[src/design/mcl_pkg.sv]
package mcl_pkg;

    // result kinds, also used to tag jobs in the queue
    typedef enum logic [1:0] {
        KIND_TX      = 2'd0,
        KIND_REPLY   = 2'd1,
        KIND_TIMEOUT = 2'd2
    } t_kind;

    // input item modes
    localparam logic [1:0] MODE_SEND = 2'd0;
    localparam logic [1:0] MODE_RX   = 2'd1;
    localparam logic [1:0] MODE_TICK = 2'd2;

    localparam logic [7:0]  FRAME_LEAD  = 8'hFF;
    localparam logic [7:0]  FRAME_START = 8'h41;
    localparam logic [2:0]  FRAME_LAST  = 3'd6;
    localparam logic [2:0]  REPLY_BYTES = 3'd4;
    localparam logic [15:0] TIMEOUT_RESET = 16'd10;
    localparam logic [16:0] ELAPSED_MAX   = 17'h1FFFF;

    localparam int QUEUE_DEPTH_DEF = 4;

    // one unit of work handed from front to back
    typedef struct packed {
        t_kind       kind;
        logic [7:0]  dev;
        logic [7:0]  cmd;
        logic [15:0] data;   // frame argument, or reply value
        logic [7:0]  chk;
    } t_job;

endpackage

[src/design/mcl_front.sv]
module mcl_front (
    input  logic                i_clk,
    input  logic                i_rst_n,
    input  logic                i_accept,
    input  logic [1:0]          i_mode,
    input  logic [7:0]          i_device_id,
    input  logic [7:0]          i_command,
    input  logic signed [15:0]  i_argument,
    input  logic [7:0]          i_rx_byte,
    input  logic                i_cfg_write,
    input  logic [15:0]         i_cfg_data,
    output logic                o_push,
    output mcl_pkg::t_job       o_job
);

    logic        r_awaiting, n_awaiting;
    logic        r_start, n_start;
    logic [2:0]  r_idx, n_idx;
    logic [7:0]  r_reply [4];
    logic [7:0]  n_reply [4];
    logic [16:0] r_elapsed, n_elapsed;
    logic [15:0] r_timeout;
    logic [16:0] tick_elapsed;
    logic [7:0]  reply_sum;
    logic [15:0] arg_bits;

    assign arg_bits     = i_argument;
    assign reply_sum    = r_reply[0] + r_reply[1] + r_reply[2] + r_reply[3];
    assign tick_elapsed = (r_elapsed < mcl_pkg::ELAPSED_MAX) ? r_elapsed + 17'd1 : r_elapsed;

    always_comb begin
        n_awaiting = r_awaiting;
        n_start    = r_start;
        n_idx      = r_idx;
        n_reply    = r_reply;
        n_elapsed  = r_elapsed;
        o_push     = 1'b0;
        o_job.kind = mcl_pkg::KIND_TX;
        o_job.dev  = i_device_id;
        o_job.cmd  = i_command;
        o_job.data = arg_bits;
        o_job.chk  = i_device_id + i_command + arg_bits[7:0] + arg_bits[15:8];
        if (i_accept) begin
            case (i_mode)
                mcl_pkg::MODE_SEND: begin
                    o_push     = 1'b1;
                    n_reply    = '{default: 8'd0};
                    n_start    = 1'b0;
                    n_idx      = 3'd0;
                    n_elapsed  = 17'd0;
                    n_awaiting = 1'b1;
                end
                mcl_pkg::MODE_RX: begin
                    if (r_awaiting) begin
                        if (!r_start) begin
                            if (i_rx_byte == mcl_pkg::FRAME_START) begin
                                n_start = 1'b1;
                                n_idx   = 3'd0;
                            end
                        end else if (r_idx < mcl_pkg::REPLY_BYTES) begin
                            n_reply[r_idx[1:0]] = i_rx_byte;
                            n_idx = r_idx + 3'd1;
                        end else begin
                            // checksum byte: a mismatch restarts the hunt
                            n_start = 1'b0;
                            n_idx   = 3'd0;
                            if (reply_sum == i_rx_byte) begin
                                n_awaiting = 1'b0;
                                o_push     = 1'b1;
                                o_job.kind = mcl_pkg::KIND_REPLY;
                                o_job.data = {r_reply[3], r_reply[2]};
                            end
                        end
                    end
                end
                mcl_pkg::MODE_TICK: begin
                    if (r_awaiting) begin
                        n_elapsed = tick_elapsed;
                        if (tick_elapsed > {1'b0, r_timeout}) begin
                            n_awaiting = 1'b0;
                            n_start    = 1'b0;
                            n_idx      = 3'd0;
                            o_push     = 1'b1;
                            o_job.kind = mcl_pkg::KIND_TIMEOUT;
                            o_job.data = {r_reply[3], r_reply[2]};
                        end
                    end
                end
                default: begin
                end
            endcase
        end
    end

    always_ff @(posedge i_clk) begin
        if (!i_rst_n) begin
            r_awaiting <= 1'b0;
            r_start    <= 1'b0;
            r_idx      <= 3'd0;
            r_reply    <= '{default: 8'd0};
            r_elapsed  <= 17'd0;
            r_timeout  <= mcl_pkg::TIMEOUT_RESET;
        end else begin
            r_awaiting <= n_awaiting;
            r_start    <= n_start;
            r_idx      <= n_idx;
            r_reply    <= n_reply;
            r_elapsed  <= n_elapsed;
            if (i_cfg_write) begin
                r_timeout <= i_cfg_data;
            end
        end
    end

endmodule

[src/design/mcl_queue.sv]
module mcl_queue #(
    parameter int DEPTH = mcl_pkg::QUEUE_DEPTH_DEF
) (
    input  logic           i_clk,
    input  logic           i_rst_n,
    input  logic           i_push,
    input  mcl_pkg::t_job  i_job,
    input  logic           i_pop,
    output logic           o_full,
    output logic           o_empty,
    output mcl_pkg::t_job  o_head
);

    localparam int PW = $clog2(DEPTH);
    localparam int CW = $clog2(DEPTH + 1);
    localparam logic [PW-1:0] PTR_LAST = PW'(DEPTH - 1);
    localparam logic [CW-1:0] CNT_FULL = CW'(DEPTH);

    mcl_pkg::t_job   r_mem [DEPTH];
    logic [PW-1:0]   r_wr_ptr, r_rd_ptr;
    logic [CW-1:0]   r_count;
    logic            do_push, do_pop;

    assign o_full  = (r_count == CNT_FULL);
    assign o_empty = (r_count == '0);
    assign o_head  = r_mem[r_rd_ptr];
    assign do_push = i_push && !o_full;
    assign do_pop  = i_pop && !o_empty;

    always_ff @(posedge i_clk) begin
        if (do_push) begin
            r_mem[r_wr_ptr] <= i_job;
        end
    end

    always_ff @(posedge i_clk) begin
        if (!i_rst_n) begin
            r_wr_ptr <= '0;
            r_rd_ptr <= '0;
            r_count  <= '0;
        end else begin
            if (do_push) begin
                r_wr_ptr <= (r_wr_ptr == PTR_LAST) ? '0 : r_wr_ptr + PW'(1);
            end
            if (do_pop) begin
                r_rd_ptr <= (r_rd_ptr == PTR_LAST) ? '0 : r_rd_ptr + PW'(1);
            end
            if (do_push && !do_pop) begin
                r_count <= r_count + CW'(1);
            end else if (do_pop && !do_push) begin
                r_count <= r_count - CW'(1);
            end
        end
    end

endmodule

[src/design/mcl_back.sv]
module mcl_back (
    input  logic                i_clk,
    input  logic                i_rst_n,
    input  logic                i_empty,
    input  mcl_pkg::t_job       i_head,
    output logic                o_pop,
    output logic                o_valid,
    input  logic                i_stall,
    output logic [1:0]          o_kind,
    output logic [7:0]          o_tx_byte,
    output logic                o_frame_end,
    output logic signed [15:0]  o_reply_value
);

    logic               r_valid;
    logic [2:0]         r_pos;
    mcl_pkg::t_kind     r_kind;
    logic [7:0]         r_tx;
    logic               r_end;
    logic [15:0]        r_value;
    logic               advance, load, is_frame, last_byte;
    logic [7:0]         frame_byte;

    assign advance   = !r_valid || !i_stall;
    assign load      = advance && !i_empty;
    assign is_frame  = (i_head.kind == mcl_pkg::KIND_TX);
    assign last_byte = (r_pos == mcl_pkg::FRAME_LAST);
    assign o_pop     = load && (!is_frame || last_byte);

    always_comb begin
        case (r_pos)
            3'd0:    frame_byte = mcl_pkg::FRAME_LEAD;
            3'd1:    frame_byte = mcl_pkg::FRAME_START;
            3'd2:    frame_byte = i_head.dev;
            3'd3:    frame_byte = i_head.cmd;
            3'd4:    frame_byte = i_head.data[7:0];
            3'd5:    frame_byte = i_head.data[15:8];
            3'd6:    frame_byte = i_head.chk;
            default: frame_byte = 8'd0;
        endcase
    end

    always_ff @(posedge i_clk) begin
        if (!i_rst_n) begin
            r_valid <= 1'b0;
            r_pos   <= 3'd0;
        end else if (advance) begin
            r_valid <= !i_empty;
            if (load && is_frame) begin
                r_pos <= last_byte ? 3'd0 : r_pos + 3'd1;
            end
        end
    end

    always_ff @(posedge i_clk) begin
        if (load) begin
            r_kind <= i_head.kind;
            if (is_frame) begin
                r_tx    <= frame_byte;
                r_end   <= last_byte;
                r_value <= 16'd0;
            end else begin
                r_tx    <= 8'd0;
                r_end   <= 1'b0;
                r_value <= i_head.data;
            end
        end
    end

    assign o_valid       = r_valid;
    assign o_kind        = r_kind;
    assign o_tx_byte     = r_tx;
    assign o_frame_end   = r_end;
    assign o_reply_value = r_value;

endmodule

[src/design/motor_command_link.sv]
// motor_command_link: master side of a half-duplex motor-driver link
// input channel (i_in_valid / o_in_stall): one transfer per item; mode selects
//   send command (emits a 7-byte frame and opens a reply wait), received
//   serial byte, or one millisecond tick
// output channel (o_out_valid / i_out_stall): one transfer per result, either
//   a frame byte to transmit (o_frame_end on the checksum byte), a valid reply
//   or a reply timeout, both carrying bytes 2 and 3 of the reply buffer
// config channel (i_cfg_valid / o_cfg_ready): writes timeout_ms; ready is
//   always high, write only while the link is idle
// a result reaches the output through the queue write, then the output
//   register; frame bytes follow one per cycle unless the output is stalled
// throughput: one input item per cycle unless the queue is full; the front
//   updates link state in the cycle an item arrives, queues jobs, and the
//   back drains one result per cycle unless stalled; a send gives 7 bytes
// o_in_stall rises only when the job queue is full
// a stalled output holds its result; the front keeps taking items until
//   the queue fills
// reset (synchronous, active low) clears the queue, the output valid flag and
//   frame position, the reply state and buffer, and sets timeout_ms to 10
module motor_command_link #(
    parameter int QUEUE_DEPTH = mcl_pkg::QUEUE_DEPTH_DEF
) (
    input  logic                i_clk,
    input  logic                i_rst_n,
    // command / event input
    input  logic                i_in_valid,
    output logic                o_in_stall,
    input  logic [1:0]          i_mode,
    input  logic [7:0]          i_device_id,
    input  logic [7:0]          i_command,
    input  logic signed [15:0]  i_argument,
    input  logic [7:0]          i_rx_byte,
    // result output
    output logic                o_out_valid,
    input  logic                i_out_stall,
    output logic [1:0]          o_kind,
    output logic [7:0]          o_tx_byte,
    output logic                o_frame_end,
    output logic signed [15:0]  o_reply_value,
    // timeout register write
    input  logic                i_cfg_valid,
    output logic                o_cfg_ready,
    input  logic [15:0]         i_cfg_data
);

    logic           in_accept;
    logic           q_push, q_pop, q_full, q_empty;
    mcl_pkg::t_job  push_job, head_job;

    // stall only on a full queue, so every accepted item has room for its job
    assign o_in_stall  = q_full;
    assign in_accept   = i_in_valid && !q_full;
    assign o_cfg_ready = 1'b1;

    // front: classify items, track the reply wait, build jobs
    mcl_front u_front (
        .i_clk       (i_clk),
        .i_rst_n     (i_rst_n),
        .i_accept    (in_accept),
        .i_mode      (i_mode),
        .i_device_id (i_device_id),
        .i_command   (i_command),
        .i_argument  (i_argument),
        .i_rx_byte   (i_rx_byte),
        .i_cfg_write (i_cfg_valid),
        .i_cfg_data  (i_cfg_data),
        .o_push      (q_push),
        .o_job       (push_job)
    );

    // job queue between front and back
    mcl_queue #(
        .DEPTH (QUEUE_DEPTH)
    ) u_queue (
        .i_clk   (i_clk),
        .i_rst_n (i_rst_n),
        .i_push  (q_push),
        .i_job   (push_job),
        .i_pop   (q_pop),
        .o_full  (q_full),
        .o_empty (q_empty),
        .o_head  (head_job)
    );

    // back: serialize frames and deliver results through the output register
    mcl_back u_back (
        .i_clk         (i_clk),
        .i_rst_n       (i_rst_n),
        .i_empty       (q_empty),
        .i_head        (head_job),
        .o_pop         (q_pop),
        .o_valid       (o_out_valid),
        .i_stall       (i_out_stall),
        .o_kind        (o_kind),
        .o_tx_byte     (o_tx_byte),
        .o_frame_end   (o_frame_end),
        .o_reply_value (o_reply_value)
    );

endmodule
[config.mk]
export PLATFORM = sky130hd
export DESIGN_NAME = motor_command_link
export DESIGN_NICKNAME = d
export VERILOG_FILES = /design/src/design/mcl_pkg.sv /design/src/design/mcl_front.sv /design/src/design/mcl_queue.sv /design/src/design/mcl_back.sv /design/src/design/motor_command_link.sv
export SDC_FILE = /design/constraint.sdc
export NUM_CORES = 1
export LEC_CHECK = 0
export BUFFER_PORTS_ARGS = -buffer_cell sky130_fd_sc_hd__buf_2
export CORE_MARGIN = 2
export CORE_UTILIZATION = 57
export DETAILED_ROUTE_END_ITERATION = 8
export GPL_TIMING_DRIVEN = 0
export PLACE_DENSITY = 0.76
export SYNTH_ARGS = -nofsm -noshare
export SYNTH_HDL_FRONTEND = slang
export SYNTH_SLANG_ARGS = --single-unit
[constraint.sdc]
create_clock -name i_clk -period 9.25 [get_ports i_clk]
set_input_delay 2.775 -clock i_clk [delete_from_list [all_inputs] [get_ports i_clk]]
set_output_delay 2.775 -clock i_clk [all_outputs]
set_load 0.005 [all_outputs]
==> run summary <==
Synth top area share: 45.35%
Wire per inst: 21.00 um
Commonest cells post-synth: 195 x edfxtp_1, 86 x nor2_1, 83 x dfxtp_1, 58 x nand2_1, 48 x inv_1
Seq pwr share: 45.0%
DRT Pass-1 Iters: 5
Nets: 1,226
Post-CTS sizing: 0
Clock buffer count from CTS: 29
Synth-to-Final Area Change: 14.09%
Die area: 23,870 um2
Post-Syn Nets: 1,101
Clock Latency Late Sink: 0.56 ns
Chip height: 154.5 um
Setup TNS: 0 ns
Seq cells post-synth: 278
GRT Util Overall: 25.30%
Fillers: 1,632
Die width: 154.5 um
Cells after synthesis: 963
Mean Syn Cell Area: 13.41 um2
DP HPWL: 20,740 um
Worst VDD drop: 0.1623 mV
Worst Setup End Kind: flip-flop
Clk pwr share: 33.3%
Ant diodes: 0
First-pass GRT wire length: 46,580 um
Initial Util: 57.55%
Post-CTS setup buffers: 0
Final slew viol count: 0
Rows: 55
# IOs: 93
Clk sinks: 278
HP Class: flip-flop to flip-flop
Fin crit share: 62.16%
Count of non-filler cells in the finished layout: 1,395
Reg clk slew, reported paths: 0.06 ns
Cell Int Power: 2.454 mW
Status: complete, no violations
Worst path arrival time: 6.23 ns
Slew headroom: 34.78%
Inst Count DP: 1,342
Leak pwr: 5.407 nW
Switching Share: 27.47%
Achievable frequency: 0.1739 GHz
Final setup fails: 0
DR iter-0 viols: 702
Vias per cell: 6.053
WL final: 29,300 um
Primary FF master, synth: edfxtp_1
Clock skew: 0.02330 ns
Yosys warns: 0
Worst Path Max Fanout: 10
Asr flop ratio synth: 0%
CTS tree: done
Number of synthesized flops with an enable pin: 195
Final Hold Fails: 0
Worst-margin pin slew: 0.9761 ns
Post-synthesis cell type count: 58
Root buf cell: clkbuf_16
I/O Buffers: 90
Layout cells sized above 1: 17.75%
Power Density: 229.7 nW/um2
Hold_buf cts: 0
Hold depth: 2
RePlAce Congestion: 0.8833
Total number of vias: 8,444
Largest net degree at the start of global routing: 32
Post-DRT Antenna Nets: 0
Core ar.: 22,430 um2
Top cells by area, synth: edfxtp_1 45%, dfxtp_1 13%, mux4_2 7.3%
Initial antenna violation count: 0
CP required: 9.73 ns
Psw: 0.9292 mW
Number of global-route vias before repair: 8,382
CTS H-tree depth: 1
RSZ-0062 raised after global routing: false
Critical Path Source Type: flip-flop
Worst R2R Path Depth: 19
Combinational Power Share: 21.8%
Post-synthesis sequential area ratio: 58.22%
Remaining global-route overflow: 0
Most common cell in the netlist: edfxtp_1
CTS max path bufs: 3
Crit path kind: flip-flop to flip-flop
MaxCap Viol Count: 0
Min Tclk post-route: 5.750 ns
Area leader, netlist: edfxtp_1
DRC: 0
Area of the mapped netlist: 12,910 um2
power by group through the flow:
stage	Sequential (mW)	Clock, mW	Combinational [mW]
floorplan	1.56	0	0.469
global placement	1.55	0	0.700
detailed placement	1.55	0	0.729
CTS	1.52	1.14	0.739
global route	1.53	1.19	0.803
finish	1.52	1.12	0.736
cell type report:
cell class	count	area (um2)	area share, %
inverter	49	183.9	1.249
buffer	46	193.9	1.317
timing repair buffer	94	530.5	3.601
clock buffer	39	773.2	5.249
clock inverter	14	142.6	0.9683
tap	285	356.6	2.421
sequential	278	7517	51.03
multi-input combinational	590	5032	34.16
registers in the layout, indices dropped and copies added (netlist names), named ones only:
signal,flops
u_back.o_kind,2
u_back.o_valid,1
u_front.r_awaiting,1
u_front.r_elapsed,17
u_back.o_tx_byte,8
u_queue.r_count,3
u_front.r_start,1
u_back.r_pos,3
u_front.r_reply,32
u_front.r_timeout,16
u_front.r_idx,3
u_back.o_frame_end,1
u_queue.r_wr_ptr,2
u_queue.r_mem,168
u_queue.r_rd_ptr,2
u_back.o_reply_value,16
layer usage:
metal	part of all wire (%)	track usage, %	vias to the layer above
met5	0	0	-
met4	4.0	9.259	0
met3	7.4	4.427	87
met2	48	42.16	386
met1	41	33.76	4115
li1	-	-	3856
worst max-delay path, cell delays in order, from the launching register on:
cell and delay, ns:
dfxtp_1 0.37, clkbuf_1 0.36, and3_1 0.29, o311ai_1 0.24
nor3_1 0.52, nand3_1 0.17, xnor2_1 0.17, ha_1 0.30
nand3_1 0.14, nor4_1 0.40, o21ai_1 0.12, a31oi_1 0.37
o21bai_1 0.30, o32ai_2 0.54, ha_1 0.29, inv_1 0.06
fa_1 0.37, xor2_1 0.17, or3_1 0.32, a21oi_1 0.15
path summary, 6_finish.rpt:
kind | endpoint | slack [ns] | startpoint
hold reg to reg | u_front.r_timeout[6] | 0.49 | u_front.r_timeout[6]
hold / removal | u_front.r_timeout[6] | 0.49 | u_front.r_timeout[6]
setup reg to reg | u_queue.r_count[2] | 3.50 | u_front.r_elapsed[2]
setup / recovery | u_queue.r_count[2] | 3.50 | u_front.r_elapsed[2]
cells in the final DEF (no fill, tap or decap), types with 4 or more instances in the layout:
cell type,Yosys,routed
o21ai_1,8,8
and3_1,7,7
clkbuf_16,0,29
nand2b_1,4,4
nand2_1,58,58
a32o_1,5,5
clkinv_1,1,4
buf_2,8,98
or3_1,6,6
nand3_1,14,14
clkbuf_1,25,34
buf_1,11,11
nor2_1,86,86
ha_1,46,46
a21oi_1,45,44
clkinv_2,0,4
fa_1,29,29
a22oi_1,14,14
o21ai_0,19,19
xnor2_1,31,31
a22o_1,18,18
xor2_1,13,13
and4_1,4,4
a21o_1,6,6
inv_1,48,48
a32oi_1,25,25
mux4_2,42,42
and2_2,0,4
buf_12,0,4
nand4_1,10,10
a31oi_1,8,8
and2_1,9,5
mux2i_1,19,19
nor2b_1,21,21
edfxtp_1,195,195
dfxtp_1,83,83
nor3_1,6,6
o21bai_1,5,5
a211oi_1,4,4
metrics by stage:
step | instance area [um2] | util, % | hold slack (ns) | power, mW | setup slack, ns
after global placement | 13720 | 61.15 | 0.4583 | 2.247 | 2.520
after detailed placement | 13810 | 61.58 | 0.4799 | 2.277 | 3.345
after global routing | 14730 | 65.66 | 0.5117 | 3.519 | 2.928
after floorplan | 12910 | - | 0.4538 | 2.027 | 3.550
after CTS | 14730 | 65.66 | 0.4943 | 3.398 | 3.563
final | 14730 | 65.66 | 0.4909 | 3.383 | 3.500
cell families after synthesis:
group,share of synthesized area (%)
mux,8.887
other cells,0.02904
compound gates,9.255
xor+xnor,2.985
buf+inv,2.927
simple gates,8.741
flops,58.22
fa+ha+maj,8.954
Power figures use the tool's default switching activity.
